**src/orb_pkg.sv**
```systemverilog
// Shared types and constants for the overwriting ring buffer.
// No dependencies; imported by the front end, the back end, the top level and the testbench.
`timescale 1ns / 1ps

package orb_pkg;

  localparam int SIZE_W    = 4;
  localparam int OUT_DEPTH = 4;
  localparam int OUT_LVL_W = 3;
  localparam int JOB_DEPTH = 2;

  typedef enum logic {
    CMD_PUSH  = 1'b0,
    CMD_DRAIN = 1'b1
  } orb_cmd_t;

  typedef struct packed {
    logic       command;
    logic [7:0] data_in;
  } orb_in_t;

  typedef struct packed {
    logic [7:0] data_out;
    logic       last;
  } orb_out_t;

  typedef struct packed {
    logic [SIZE_W-1:0] start;
    logic [SIZE_W-1:0] count;
    logic [SIZE_W-1:0] size;
  } orb_job_t;

endpackage

```
**src/overwriting_ring_buffer.sv**
```systemverilog
// Overwriting byte ring buffer: pushes are accepted back to back while full is low.
// A drain word becomes a job; its bytes are read from the store and leave on the result ports
// through the result queue, one byte per cycle while pop is held, paced by the store read port.
// Input shows full from a drain of a non-empty buffer until its last byte is read from the store.
// Synchronous reset: buffer empty, active size 8; store contents not cleared.
`timescale 1ns / 1ps

module overwriting_ring_buffer
  import orb_pkg::*;
#(
  parameter int DEPTH = 8
) (
  input  logic              clk,
  input  logic              rst,
  input  logic              push,
  output logic              full,
  input  orb_in_t           in_data,
  output logic              empty,
  input  logic              pop,
  output orb_out_t          out_data,
  input  logic              cfg_we,
  input  logic [SIZE_W-1:0] cfg_data
);

  localparam int AW = $clog2(DEPTH);

  logic                 accept;
  logic                 ram_we;
  logic [AW-1:0]        ram_waddr;
  logic [7:0]           ram_wdata;
  logic                 ram_re;
  logic [AW-1:0]        ram_raddr;
  logic [7:0]           ram_rdata;
  logic                 job_push;
  orb_job_t             job_in;
  orb_job_t             job_out;
  logic                 job_empty;
  logic                 job_pop;
  logic                 back_busy;
  logic [OUT_LVL_W-1:0] out_level;
  logic                 out_push;
  orb_out_t             out_word;

  assign full   = !job_empty || back_busy;
  assign accept = push && !full;

  orb_front #(.DEPTH(DEPTH)) u_front (
    .clk       (clk),
    .rst       (rst),
    .cfg_we    (cfg_we),
    .cfg_data  (cfg_data),
    .accept    (accept),
    .in_data   (in_data),
    .ram_we    (ram_we),
    .ram_waddr (ram_waddr),
    .ram_wdata (ram_wdata),
    .job_push  (job_push),
    .job       (job_in)
  );

  orb_fifo #(.WIDTH($bits(orb_job_t)), .DEPTH(JOB_DEPTH)) u_job_q (
    .clk   (clk),
    .rst   (rst),
    .wr_en (job_push),
    .wdata (job_in),
    .rd_en (job_pop),
    .rdata (job_out),
    .empty (job_empty),
    .full  (),
    .level ()
  );

  orb_ram #(.WIDTH(8), .DEPTH(DEPTH)) u_store (
    .clk   (clk),
    .we    (ram_we),
    .waddr (ram_waddr),
    .wdata (ram_wdata),
    .re    (ram_re),
    .raddr (ram_raddr),
    .rdata (ram_rdata)
  );

  orb_back #(.DEPTH(DEPTH)) u_back (
    .clk       (clk),
    .rst       (rst),
    .job_valid (!job_empty),
    .job       (job_out),
    .job_pop   (job_pop),
    .busy      (back_busy),
    .ram_re    (ram_re),
    .ram_raddr (ram_raddr),
    .ram_rdata (ram_rdata),
    .out_level (out_level),
    .out_push  (out_push),
    .out_word  (out_word)
  );

  orb_fifo #(.WIDTH($bits(orb_out_t)), .DEPTH(OUT_DEPTH)) u_out_q (
    .clk   (clk),
    .rst   (rst),
    .wr_en (out_push),
    .wdata (out_word),
    .rd_en (pop),
    .rdata (out_data),
    .empty (empty),
    .full  (),
    .level (out_level)
  );

endmodule

```
**src/orb_ram.sv**
```systemverilog
// Generic simple dual-port RAM: one write port, one registered read port.
// No dependencies.
`timescale 1ns / 1ps

module orb_ram #(
  parameter int WIDTH = 8,
  parameter int DEPTH = 8
) (
  input  logic                     clk,
  input  logic                     we,
  input  logic [$clog2(DEPTH)-1:0] waddr,
  input  logic [WIDTH-1:0]         wdata,
  input  logic                     re,
  input  logic [$clog2(DEPTH)-1:0] raddr,
  output logic [WIDTH-1:0]         rdata
);

  logic [WIDTH-1:0] mem [DEPTH];

  always_ff @(posedge clk) begin
    if (we) begin
      mem[waddr] <= wdata;
    end
    if (re) begin
      rdata <= mem[raddr];
    end
  end

endmodule

```
**src/orb_fifo.sv**
```systemverilog
// Small register FIFO with fill level, used for the drain job queue and the result queue.
// No dependencies.
`timescale 1ns / 1ps

module orb_fifo #(
  parameter int WIDTH = 8,
  parameter int DEPTH = 4
) (
  input  logic                       clk,
  input  logic                       rst,
  input  logic                       wr_en,
  input  logic [WIDTH-1:0]           wdata,
  input  logic                       rd_en,
  output logic [WIDTH-1:0]           rdata,
  output logic                       empty,
  output logic                       full,
  output logic [$clog2(DEPTH+1)-1:0] level
);

  localparam int PW = (DEPTH > 1) ? $clog2(DEPTH) : 1;
  localparam int LW = $clog2(DEPTH + 1);

  logic [WIDTH-1:0] mem [DEPTH];
  logic [PW-1:0]    rd_ptr;
  logic [PW-1:0]    wr_ptr;
  logic [LW-1:0]    count;
  logic             do_wr;
  logic             do_rd;

  assign empty = (count == '0);
  assign full  = (count == LW'(DEPTH));
  assign level = count;
  assign rdata = mem[rd_ptr];
  assign do_wr = wr_en && !full;
  assign do_rd = rd_en && !empty;

  always_ff @(posedge clk) begin
    if (do_wr) begin
      mem[wr_ptr] <= wdata;
    end
  end

  always_ff @(posedge clk) begin
    if (rst) begin
      rd_ptr <= '0;
      wr_ptr <= '0;
      count  <= '0;
    end else begin
      if (do_wr) begin
        wr_ptr <= (wr_ptr == PW'(DEPTH - 1)) ? '0 : wr_ptr + 1'b1;
      end
      if (do_rd) begin
        rd_ptr <= (rd_ptr == PW'(DEPTH - 1)) ? '0 : rd_ptr + 1'b1;
      end
      if (do_wr && !do_rd) begin
        count <= count + 1'b1;
      end else if (do_rd && !do_wr) begin
        count <= count - 1'b1;
      end
    end
  end

endmodule

```
**src/orb_front.sv**
```systemverilog
// Front end: holds the size register and the write pointer and fill count,
// writes pushed bytes to the store and turns drains into jobs. Uses orb_pkg.
`timescale 1ns / 1ps

module orb_front
  import orb_pkg::*;
#(
  parameter int DEPTH = 8
) (
  input  logic                     clk,
  input  logic                     rst,
  input  logic                     cfg_we,
  input  logic [SIZE_W-1:0]        cfg_data,
  input  logic                     accept,
  input  orb_in_t                  in_data,
  output logic                     ram_we,
  output logic [$clog2(DEPTH)-1:0] ram_waddr,
  output logic [7:0]               ram_wdata,
  output logic                     job_push,
  output orb_job_t                 job
);

  localparam int AW = $clog2(DEPTH);

  logic [SIZE_W-1:0] active_size;
  logic [SIZE_W-1:0] write_pos;
  logic [SIZE_W-1:0] write_pos_next;
  logic [SIZE_W-1:0] fill_count;
  logic [SIZE_W-1:0] fill_count_next;
  logic [SIZE_W-1:0] size;
  logic [SIZE_W:0]   start_sum;
  logic [SIZE_W:0]   start_wrap;
  logic              is_push;
  logic              is_drain;

  always_comb begin
    if (active_size == '0) begin
      size = SIZE_W'(1);
    end else if (int'(active_size) > DEPTH) begin
      size = SIZE_W'(DEPTH);
    end else begin
      size = active_size;
    end
  end

  assign is_push  = accept && (orb_cmd_t'(in_data.command) == CMD_PUSH);
  assign is_drain = accept && (orb_cmd_t'(in_data.command) == CMD_DRAIN);

  assign ram_we    = is_push;
  assign ram_waddr = AW'(write_pos);
  assign ram_wdata = in_data.data_in;

  // oldest entry: (write_pos - fill_count) wrapped at size
  assign start_sum  = {1'b0, write_pos} + {1'b0, size} - {1'b0, fill_count};
  assign start_wrap = (start_sum >= {1'b0, size}) ? start_sum - {1'b0, size} : start_sum;

  assign job_push  = is_drain && (fill_count != '0);
  assign job.start = start_wrap[SIZE_W-1:0];
  assign job.count = fill_count;
  assign job.size  = size;

  always_comb begin
    write_pos_next  = write_pos;
    fill_count_next = fill_count;
    if (is_push) begin
      write_pos_next  = (write_pos + 1'b1 >= size) ? '0 : write_pos + 1'b1;
      fill_count_next = (fill_count < size) ? fill_count + 1'b1 : fill_count;
    end else if (is_drain) begin
      fill_count_next = '0;
    end
  end

  always_ff @(posedge clk) begin
    if (rst) begin
      active_size <= SIZE_W'(8);
      write_pos   <= '0;
      fill_count  <= '0;
    end else if (cfg_we) begin
      active_size <= cfg_data;
      write_pos   <= '0;
      fill_count  <= '0;
    end else begin
      write_pos  <= write_pos_next;
      fill_count <= fill_count_next;
    end
  end

endmodule

```
**src/orb_back.sv**
```systemverilog
// Back end: takes drain jobs, reads the store oldest first and feeds the
// result queue, throttled by its free space. Uses orb_pkg.
`timescale 1ns / 1ps

module orb_back
  import orb_pkg::*;
#(
  parameter int DEPTH = 8
) (
  input  logic                     clk,
  input  logic                     rst,
  input  logic                     job_valid,
  input  orb_job_t                 job,
  output logic                     job_pop,
  output logic                     busy,
  output logic                     ram_re,
  output logic [$clog2(DEPTH)-1:0] ram_raddr,
  input  logic [7:0]               ram_rdata,
  input  logic [OUT_LVL_W-1:0]     out_level,
  output logic                     out_push,
  output orb_out_t                 out_word
);

  localparam int AW = $clog2(DEPTH);

  logic [SIZE_W-1:0] pos;
  logic [SIZE_W-1:0] pos_next;
  logic [SIZE_W-1:0] remain;
  logic [SIZE_W-1:0] remain_next;
  logic [SIZE_W-1:0] size;
  logic [SIZE_W-1:0] size_next;
  logic              busy_next;
  logic              rd_valid;
  logic              rd_last;
  logic              credit;
  logic              issue;

  assign credit    = (out_level + OUT_LVL_W'(rd_valid)) < OUT_LVL_W'(OUT_DEPTH);
  assign issue     = busy && credit;
  assign job_pop   = !busy && job_valid;
  assign ram_re    = issue;
  assign ram_raddr = AW'(pos);

  assign out_push          = rd_valid;
  assign out_word.data_out = ram_rdata;
  assign out_word.last     = rd_last;

  always_comb begin
    busy_next   = busy;
    pos_next    = pos;
    remain_next = remain;
    size_next   = size;
    if (job_pop) begin
      busy_next   = 1'b1;
      pos_next    = job.start;
      remain_next = job.count;
      size_next   = job.size;
    end else if (issue) begin
      pos_next    = (pos + 1'b1 >= size) ? '0 : pos + 1'b1;
      remain_next = remain - 1'b1;
      busy_next   = (remain != SIZE_W'(1));
    end
  end

  always_ff @(posedge clk) begin
    pos    <= pos_next;
    remain <= remain_next;
    size   <= size_next;
  end

  always_ff @(posedge clk) begin
    if (rst) begin
      busy     <= 1'b0;
      rd_valid <= 1'b0;
      rd_last  <= 1'b0;
    end else begin
      busy     <= busy_next;
      rd_valid <= issue;
      rd_last  <= issue && (remain == SIZE_W'(1));
    end
  end

endmodule

```
**config.mk**
```make
export PLATFORM = sky130hd
export DESIGN_NAME = overwriting_ring_buffer
export DESIGN_NICKNAME = d
export VERILOG_FILES = /design/src/orb_pkg.sv /design/src/overwriting_ring_buffer.sv /design/src/orb_ram.sv /design/src/orb_fifo.sv /design/src/orb_front.sv /design/src/orb_back.sv
export SDC_FILE = /design/constraint.sdc
export NUM_CORES = 1
export LEC_CHECK = 0
export BUFFER_PORTS_ARGS = -buffer_cell sky130_fd_sc_hd__buf_2
export CORE_AREA = 4 4 156 98
export CTS_CLUSTER_DIAMETER = 200
export CTS_CLUSTER_SIZE = 12
export DETAILED_ROUTE_END_ITERATION = 10
export DIE_AREA = 0 0 160 102
export PLACE_DENSITY = 0.74
export SLEW_MARGIN = 40
export SYNTH_ARGS = -nofsm -noshare
export SYNTH_HDL_FRONTEND = slang
export SYNTH_SLANG_ARGS = --single-unit
```
**constraint.sdc**
```tcl
create_clock -name clk -period 7.2 [get_ports clk]
set_input_delay 1.8 -clock clk [delete_from_list [all_inputs] [get_ports clk]]
set_output_delay 1.8 -clock clk [all_outputs]
set_load 0.01 [all_outputs]
```
==> metrics <==
status=finished clean; Sink Count=173; Syn Inst Count=about 470; Max Slew Vio Count=0; Worst Setup Path Type=reg -> reg; Worst slew margin=45.6%; vias in the first global route=roughly 4000; Arr. time, crit path=4010 ps; Final Setup Violations=0; nets=561; top cell type's share of synthesized area=between 50% and 60%; share of post-route cells with drive strength above 1=22.4%; Initial Util=53.0%; CTS tree=built; die area=16300 µm²; area delta synth->final=12.2%; largest net degree at the start of global routing=21; postcts setup bufs=0; RSZ-0062 raised after global routing=no; Hold-fix buffers, CTS=0; CTS Buffer Depth=2; wire length per cell=18.2 µm; worst-path fanout max=7; DP Wirelength=8.71 mm; final hold violations=0; startpoint types=register; worst-skew pair later-pin latency=roughly 420 ps; Global Route Usage Sum=16.9%; total grt overflow=0; worst setup margin=3350 ps; Fin Clk Skew=7.12 ps; Synth Flop Type=edfxtp_1; first-pass GRT wire length=20.8 mm; vias post-DR=3871; initial antenna violation count=0; Distinct cells, synth=51; # fillers=1053; root buf cell=clkbuf_16; I/O pin cnt=29; Setup crit end kind=register; Die W=160 µm; CORE AREA=14000 µm²; Post-route DRC=0; ys async rst share=0%; FF-to-FF setup slack=3350 ps; Port Buf Inserts=28; Synthesis Warnings=0; post-route ant nets=0; MaxCap Viol Count=0; pwr dens=351 nW/µm²; Final Critical Period=just under 4000 ps; setup TNS=0 ps; Worst-Margin Slew=816 ps; final WL=12.7 mm; Mean Syn Cell Area=roughly 16 µm²; Leakage=3.00 nW; Cell Area, Synth=7440 µm²; Worst Path Required=7360 ps; Hold WS=501 ps; Synth top cells by count=edfxtp_1, ha_1, inv_1; GPL Wtd Cong=0.807; TritonRoute pass-1 iters=5; post-synthesis sequential area ratio=between 60 and 70%; synth top area cells=edfxtp_1, dfxtp_1, mux4_2; peak supply drop=0.000179 V; DP Worst Slack=3350 ps; vias per inst=5.55; Final Total Pwr=about 2.9 mW; n_diodes=0; site row count=34; chip height=102 µm; Num CTS Buffers=17; FMAX=approximately 260 MHz; syn_nets=between 500 and 600; cell with the most instances after synthesis=edfxtp_1; HP Class=reg -> reg; Yosys reg bits=173; leading area contributor after synthesis=edfxtp_1; post-cts resize count=0; Tcrit/Tclk final=a little over half; # H-tree levels=4; CTS clk-pin slew, worst paths=roughly 70 ps; 1st-iter DRT viols=252; EDFF count, synth=144
-- path summary, 6_finish.rpt --
| path | start | endpoint | cells after the start |
|---|---|---|---|
| setup / recovery | u_front.active_size[3] | u_job_q.mem[1][8] | 11 |
| hold / removal | u_front.active_size[0] | u_front.active_size[0] | 2 |
| setup reg to reg | u_front.active_size[3] | u_job_q.mem[1][8] | 11 |
| hold reg to reg | u_front.active_size[0] | u_front.active_size[0] | 2 |
-- cell usage in the layout, fill, tap and decap left out, types with 2 or more instances in the layout --
master / instances
or3_1: 2
mux2i_1: 13
xnor2_1: 7
ha_1: 32
clkbuf_16: 17
o22ai_1: 2
nand3b_1: 2
inv_6: 2
nor2_1: 25
dfxtp_1: 29
xor2_1: 10
a31oi_1: 3
nand2b_1: 6
a211oi_1: 5
a21oi_1: 12
mux2_2: 16
o21ai_0: 9
or2_2: 2
edfxtp_1: 144
clkinv_2: 3
buf_4: 9
nand3_1: 8
a21o_1: 3
a22oi_1: 2
nand2_1: 12
nor2b_1: 5
clkbuf_1: 3
o31ai_1: 2
nor4_1: 4
nor3_1: 7
fa_1: 6
clkinv_4: 3
buf_2: 28
and2_1: 5
clkinvlp_4: 2
mux4_2: 25
inv_1: 31
-- report_power, final --
group	internal (mW)	switching, mW	total [mW]
clock	0.480	0.377	0.857
combinational	0.348	0.344	0.691
sequential	1.26	0.130	1.39
total	2.08	0.850	2.93
-- area by class of cell --
class,count,area (µm²),area share [%]
clock inverters,12,115,1.38
repair buffers,37,208,2.49
flip-flops and latches,173,4900,58.7
clock buffers,20,437,5.23
multi-input cells,245,2350,28.1
well taps,180,225,2.70
inverters,31,116,1.39
-- stage by stage --
step | instances | utilization [%] | area, µm²
final | 698 | 59.5 | 8350
after global routing | 698 | 59.5 | 8350
after CTS | 698 | 59.5 | 8350
after detailed placement | 666 | 55.6 | 7800
after global placement | 666 | 55.5 | 7800
after floorplan | 467 | - | 7440
-- metal layers --
layer  wire length (µm)  global-route usage, %
met1               6020                   23.6
met2               5810                   26.3
met3                712                   4.88
met4                138                   5.35
met5                  0                      0
-- critical path: stages, from the launching register on --
cell	delay (ps)
dfxtp_1	370
inv_1	230
nand2_1	260
fa_1	560
inv_1	70
fa_1	460
xor2_1	250
ha_1	330
a21oi_1	160
o21ai_0	120
a211oi_2	390
mux2_2	400
-- kinds of logic (layout without fill, tap and decap cells) --
kind of cell,count (synthesis),count (layout),synth area share (%)
compound gates,50,50,4.74
xor+xnor,17,17,2.00
fa+ha+maj,38,38,6.99
buf+inv,49,100,2.62
flops,173,173,65.9
mux,54,54,11.7
simple gates,86,86,6.02
-- state kept, by name (all words and copies together), names as in the netlist, named ones only --
register	cells
u_job_q.wr_ptr	1
u_store.rdata	8
u_out_q.wr_ptr	2
u_store.mem	64
u_back.rd_last	1
u_out_q.mem	36
u_front.fill_count	4
u_front.write_pos	4
u_job_q.rd_ptr	1
u_front.active_size	4
u_back.size	4
u_back.busy	1
u_back.pos	4
u_out_q.level	3
u_back.out_push	1
u_back.remain	4
u_out_q.rd_ptr	2
u_job_q.mem	24
u_job_q.level	2
Power figures use the tool's default switching activity.
